<file path="src/hdl/fct_pkg.sv">
// Package: shared constants and types of the frustum culling block.
`timescale 1ns / 1ps
package fct_pkg;

    localparam int COORD_WIDTH_DEF = 24;
    localparam int NUM_PLANES      = 6;
    localparam int PLANE_W         = 64;
    localparam int CFG_IDX_W       = 3;
    localparam int N_W             = 14;
    localparam int W_W             = 22;
    localparam int FRAC_BITS       = 12;

    // Field positions inside a packed plane word
    localparam int NX_LSB = 0;
    localparam int NY_LSB = 14;
    localparam int NZ_LSB = 28;
    localparam int W_LSB  = 42;

    // Test kind codes
    localparam logic [1:0] FUNC_SPHERE = 2'd1;
    localparam int         FUNC_BOX_BIT = 1;

    typedef enum logic [CFG_IDX_W-1:0] {
        REG_LEFT   = 3'd0,
        REG_RIGHT  = 3'd1,
        REG_TOP    = 3'd2,
        REG_BOTTOM = 3'd3,
        REG_NEAR   = 3'd4,
        REG_FAR    = 3'd5
    } cfg_reg_t;

    // Load enables for the per-plane pipeline stages
    typedef struct packed {
        logic s1;
        logic s2;
        logic s3;
    } stage_en_t;

endpackage

</file>
<file path="src/hdl/fct_plane_dist.sv">
// Three-stage signed distance of one primitive against one plane.
`timescale 1ns / 1ps
module fct_plane_dist #(
    parameter int COORD_WIDTH = fct_pkg::COORD_WIDTH_DEF
) (
    input  logic                          clk,
    input  fct_pkg::stage_en_t            en,
    input  logic [fct_pkg::PLANE_W-1:0]   plane,
    input  logic                          is_box,
    input  logic                          is_sphere,
    input  logic signed [COORD_WIDTH-1:0] ax,
    input  logic signed [COORD_WIDTH-1:0] ay,
    input  logic signed [COORD_WIDTH-1:0] az,
    input  logic signed [COORD_WIDTH-1:0] bx,
    input  logic signed [COORD_WIDTH-1:0] by,
    input  logic signed [COORD_WIDTH-1:0] bz,
    input  logic [COORD_WIDTH-2:0]        radius,
    output logic                          neg
);
    localparam int PW  = COORD_WIDTH + fct_pkg::N_W;
    localparam int WRW = ((COORD_WIDTH > fct_pkg::W_W) ? COORD_WIDTH : fct_pkg::W_W) + 1;
    localparam int AW  = WRW + 16;

    logic signed [fct_pkg::N_W-1:0] n_s [3];
    logic signed [COORD_WIDTH-1:0]  a_s [3];
    logic signed [COORD_WIDTH-1:0]  b_s [3];
    logic signed [COORD_WIDTH-1:0]  c_s [3];
    logic signed [fct_pkg::W_W-1:0] w_s;

    logic signed [PW-1:0]  prod_reg [3];
    logic signed [PW-1:0]  prod_next [3];
    logic signed [WRW-1:0] wr_reg, wr_next;
    logic signed [AW-1:0]  sum_a_reg, sum_a_next;
    logic signed [AW-1:0]  sum_b_reg, sum_b_next;
    logic signed [AW-1:0]  total;
    logic                  neg_reg, neg_next;

    assign n_s[0] = plane[fct_pkg::NX_LSB +: fct_pkg::N_W];
    assign n_s[1] = plane[fct_pkg::NY_LSB +: fct_pkg::N_W];
    assign n_s[2] = plane[fct_pkg::NZ_LSB +: fct_pkg::N_W];
    assign w_s    = plane[fct_pkg::W_LSB  +: fct_pkg::W_W];

    assign a_s[0] = ax;
    assign a_s[1] = ay;
    assign a_s[2] = az;
    assign b_s[0] = bx;
    assign b_s[1] = by;
    assign b_s[2] = bz;

    // Positive vertex: max corner where the normal component is positive
    always_comb
    begin
        for (int k = 0; k < 3; k++)
        begin
            if (is_box && !n_s[k][fct_pkg::N_W-1] && (|n_s[k]))
                c_s[k] = b_s[k];
            else
                c_s[k] = a_s[k];
            prod_next[k] = PW'(n_s[k]) * PW'(c_s[k]);
        end
        if (is_sphere)
            wr_next = WRW'(w_s) + WRW'($signed({1'b0, radius}));
        else
            wr_next = WRW'(w_s);
    end

    always_comb
    begin
        sum_a_next = AW'(prod_reg[0]) + AW'(prod_reg[1]);
        sum_b_next = AW'(prod_reg[2]) + (AW'(wr_reg) <<< fct_pkg::FRAC_BITS);
        total      = sum_a_reg + sum_b_reg;
        neg_next   = total[AW-1];
    end

    always_ff @(posedge clk)
    begin
        if (en.s1)
        begin
            prod_reg <= prod_next;
            wr_reg   <= wr_next;
        end
        if (en.s2)
        begin
            sum_a_reg <= sum_a_next;
            sum_b_reg <= sum_b_next;
        end
        if (en.s3)
            neg_reg <= neg_next;
    end

    assign neg = neg_reg;

endmodule

</file>
<file path="config.mk">
export PLATFORM = sky130hd
export DESIGN_NAME = fct_plane_dist
export DESIGN_NICKNAME = d
export VERILOG_FILES = /design/src/hdl/fct_pkg.sv /design/src/hdl/fct_plane_dist.sv
export SDC_FILE = /design/constraint.sdc
export NUM_CORES = 2
export LEC_CHECK = 0
export BUFFER_PORTS_ARGS = -buffer_cell sky130_fd_sc_hd__buf_2
export CAP_MARGIN = 15
export CORE_ASPECT_RATIO = 1.1
export CORE_MARGIN = 5
export CORE_UTILIZATION = 60
export DETAILED_ROUTE_END_ITERATION = 10
export GPL_TIMING_DRIVEN = 1
export PLACE_DENSITY_LB_ADDON = 0.05
export SLEW_MARGIN = 20
export SYNTH_ARGS = -nofsm -noshare
export SYNTH_HDL_FRONTEND = slang
export SYNTH_SLANG_ARGS = --single-unit
</file>
<file path="constraint.sdc">
create_clock -name clk -period 11 [get_ports clk]
set_clock_uncertainty 0.2 [all_clocks]
set_input_delay 1.1 -clock clk [delete_from_list [all_inputs] [get_ports clk]]
set_output_delay 1.1 -clock clk [all_outputs]
set_load 0.03 [all_outputs]
</file>
==> qor.log <==
INFO  run_status     run_status=finished, final reports clean
INFO  clocking       post-cts-setup-buffers=0
INFO  worst_setup_path crit_required=11.07ns
INFO  cells_and_area drive_gt1_share=7.83%
INFO  timing         postLayoutSetupSlackWorst=1.71ns
INFO  clocking       cts_hold_buf=0
INFO  cells_and_area layout.cells.most_common_list=sky130_fd_sc_hd__inv_1, sky130_fd_sc_hd__fa_1, sky130_fd_sc_hd__nand2_1
INFO  synth          avg_cell_area_syn=9.67um^2
INFO  place          globalplace.congestion=0.916
INFO  synth          synth-seq-cells=218
INFO  timing         setup_viol=0
INFO  worst_setup_path crit_buf_inv=7
INFO  timing         timing.final.max_slew_violations=0
INFO  worst_setup_path arrival=9.36ns
INFO  cells_and_area layout.cells.most_common=sky130_fd_sc_hd__inv_1
INFO  clocking       numCtsBuffers=24
INFO  routing        routed_wirelength=111mm
INFO  cells_and_area antenna_cells=0
INFO  clocking       cts_num_sinks=218
INFO  floorplan      io_pins=238
INFO  timing         max-slew-margin-rel=31.3%
INFO  routing        route.antenna.remaining_nets=0
INFO  routing        route.detailed.wl_per_inst=18.0um
INFO  global_route   grt_pass1_wl=184mm
INFO  synth          syn-num-nets=6,554
INFO  worst_hold_path hold_path.startpoint=prod_reg[6]
INFO  routing        drt_first_pass_iters=5
INFO  synth          synth-edff-count=218
INFO  worst_setup_path rr_startpoint=prod_reg[48]
INFO  synth          synth.yosys.warnings=0
INFO  global_route   globalRouteOverflowTotal=0
INFO  synth          synth_top_flop_cell=sky130_fd_sc_hd__edfxtp_1
INFO  clocking       clock_slew_at_reported_path_ffs=0.06ns
INFO  timing         min_period=9.29ns
INFO  worst_setup_path crit_family=adder cells
INFO  global_route   grt_antenna_before_repair=0
INFO  worst_setup_path timing.critical_path.fanout_max=22
INFO  clocking       cts.path.max_buffers=3
INFO  floorplan      floorplan.rows=109
INFO  global_route   first_global_vias=36,300
INFO  timing         grt_setup_unrepaired=no
INFO  synth          syn_area=48,200um^2
INFO  global_route   grt_max_degree=79
INFO  floorplan      dieHeight=307um
INFO  cells_and_area area.growth.synth_to_final=5.83%
INFO  timing         final.period_utilization=84.4%
INFO  routing        iteration_0_drc_count_of_the_detailed_router=1,670
INFO  timing         setup_tns=0ns
INFO  cells_and_area num-nets-final=6,662
INFO  floorplan      fp.dieArea=86,100um^2
INFO  worst_hold_path worst_hold_path_stage_count=0
INFO  clocking       cts_tree=yes
INFO  worst_setup_path crit-reg2reg-capture=sum_a_reg[37]
INFO  clocking       clk_latency=0.53ns
INFO  floorplan      coreArea=80,100um^2
INFO  worst_setup_path timing.critical_path.to_type=flop
INFO  place          detailedPlacementHpwl=92.8mm
INFO  clocking       cts_root_buffer=sky130_fd_sc_hd__clkbuf_16
INFO  timing         timing.final.hold_violations=0
INFO  worst_setup_path worstRegToRegCells=10
INFO  floorplan      die-width=280um
INFO  place          portBuffers=237
INFO  worst_setup_path timing.critical_path.slowest_cell_delay=0.77ns
INFO  worst_setup_path critPathLaunchType=primary input
INFO  flow_run       cap_violations=0
INFO  synth          ys_seq_area_share=13.6%
INFO  worst_hold_path hold_end=sum_b_reg[6]
INFO  worst_setup_path timing.reg2reg.setup_slack=7.21ns
INFO  clocking       postCtsResizedCells=0
INFO  place          preCtsSetupSlack=1.19ns
INFO  routing        detail_route.vias_per_cell=5.47
INFO  timing         fmax=108MHz
INFO  routing        drcViolationCount=0
INFO  worst_setup_path worst-setup-path-type=primary input to flop
INFO  worst_setup_path critical_path.slowest_cell=sky130_fd_sc_hd__nand3_1
INFO  clocking       cts-htree-levels=1
INFO  cells_and_area largest_register_ffs=114
INFO  synth          synth_async_sr_flop_share=0%
INFO  global_route   grtUsageTotal=26.5%
INFO  synth          syn-instance-count=4,982
INFO  routing        routed-via-count=33,700
INFO  timing         worst_pin_slew=1.03ns
INFO  worst_hold_path worstHoldPathType=flop to flop
INFO  floorplan      effective_utilization_at_floorplan=60.2%
INFO  synth          yosys.cell_types.count=72
INFO  worst_setup_path critical-path-top-cell-by-count=sky130_fd_sc_hd__fa_1
[cells by family (layout without fill, tap and decap cells)]
kind of cell / Yosys count / count (layout) / share of synthesized area (%)
AND/OR/NAND/NOR: 1367 / 1367 / 14.4
adder cells (fa/ha/maj): 1335 / 1335 / 49.4
buffers and inverters: 1239 / 1364 / 9.66
AO/OA/AOI/OAI: 536 / 536 / 7.25
flip-flops: 218 / 218 / 13.6
XOR/XNOR: 198 / 198 / 3.60
multiplexers: 89 / 89 / 2.05
[per-stage QoR]
step	cell area (um^2)	util (%)	hold slack, ns	std cells
2_1_floorplan	48200	-	0.200	4982
3_3_place_gp	50200	62.7	0.202	6118
3_5_place_dp	50200	62.7	0.205	6118
4_1_cts	51000	63.7	0.219	6161
5_1_grt	51000	63.7	0.231	6161
6_report	51000	63.7	0.219	6161
[cells in the mapped netlist (all sizes together), types with 7 or more instances]
cell,count,area share (%)
nor4,12,0.16
edfxtp,218,14
nand2,467,3.6
a221oi,7,0.16
nor2,145,1.1
o211ai,9,0.14
a211oi,22,0.34
nand4,20,0.26
nor2b,122,1.6
nor3,37,0.38
ha,387,10
xor2,56,1.0
fa,948,39
xnor2,142,2.6
a211o,7,0.13
and3,24,0.31
o31ai,9,0.14
or3,7,0.091
o21a,31,0.48
nand3,40,0.42
o21bai,30,0.47
clkbuf,165,1.3
nand2b,68,0.88
and2,403,5.2
a31o,8,0.15
a21oi,170,1.8
or2,9,0.12
o21ai,92,0.96
a31oi,16,0.21
mux2i,12,0.25
mux2,77,1.8
a21o,86,1.3
inv,1069,8.3
[routing by layer]
metal | up-vias | GRT usage (%) | part of all wire [%]
met2 | 662 | 49.6 | 54
met3 | 165 | 1.66 | 3.1
met5 | - | 0 | 0
li1 | 15600 | - | -
met1 | 17300 | 33.7 | 40
met4 | 0 | 6.52 | 2.8
[worst reg2reg max path, cell delays in order, from the launching register on]
cell,delay [ns]
sky130_fd_sc_hd__edfxtp_1,0.38
sky130_fd_sc_hd__ha_1,0.39
sky130_fd_sc_hd__a21oi_1,0.28
sky130_fd_sc_hd__o21ai_0,0.27
sky130_fd_sc_hd__a21oi_1,0.27
sky130_fd_sc_hd__o21ai_0,0.16
sky130_fd_sc_hd__o41ai_1,0.57
sky130_fd_sc_hd__o21ai_0,0.35
sky130_fd_sc_hd__a211oi_1,0.33
sky130_fd_sc_hd__o21ai_0,0.15
sky130_fd_sc_hd__xor2_1,0.18
[how the worst max path moves through the flow]
stage	startpoint	cells after the start	slack, ns	to
after detailed placement	plane[27]	26	1.19	prod_reg[74]
after floorplan	plane[20]	28	2.47	prod_reg[74]
after CTS	plane[27]	26	1.77	prod_reg[74]
final	plane[27]	26	1.71	prod_reg[74]
after global routing	plane[27]	26	1.15	prod_reg[74]
after global placement	plane[27]	26	1.37	prod_reg[74]
[cell type report]
cell class	instances	area, um^2
clock buffer	28	616
clock inverter	15	201
fill	6870	29100
inverter	1069	4010
multi-input combinational	3525	37000
sequential	218	6550
tap	1054	1320
timing repair buffer	252	1310
Power is left out: the tool's default activity adds up to more than one toggle a clock period on the data nets, which glitch-free logic cannot reach.
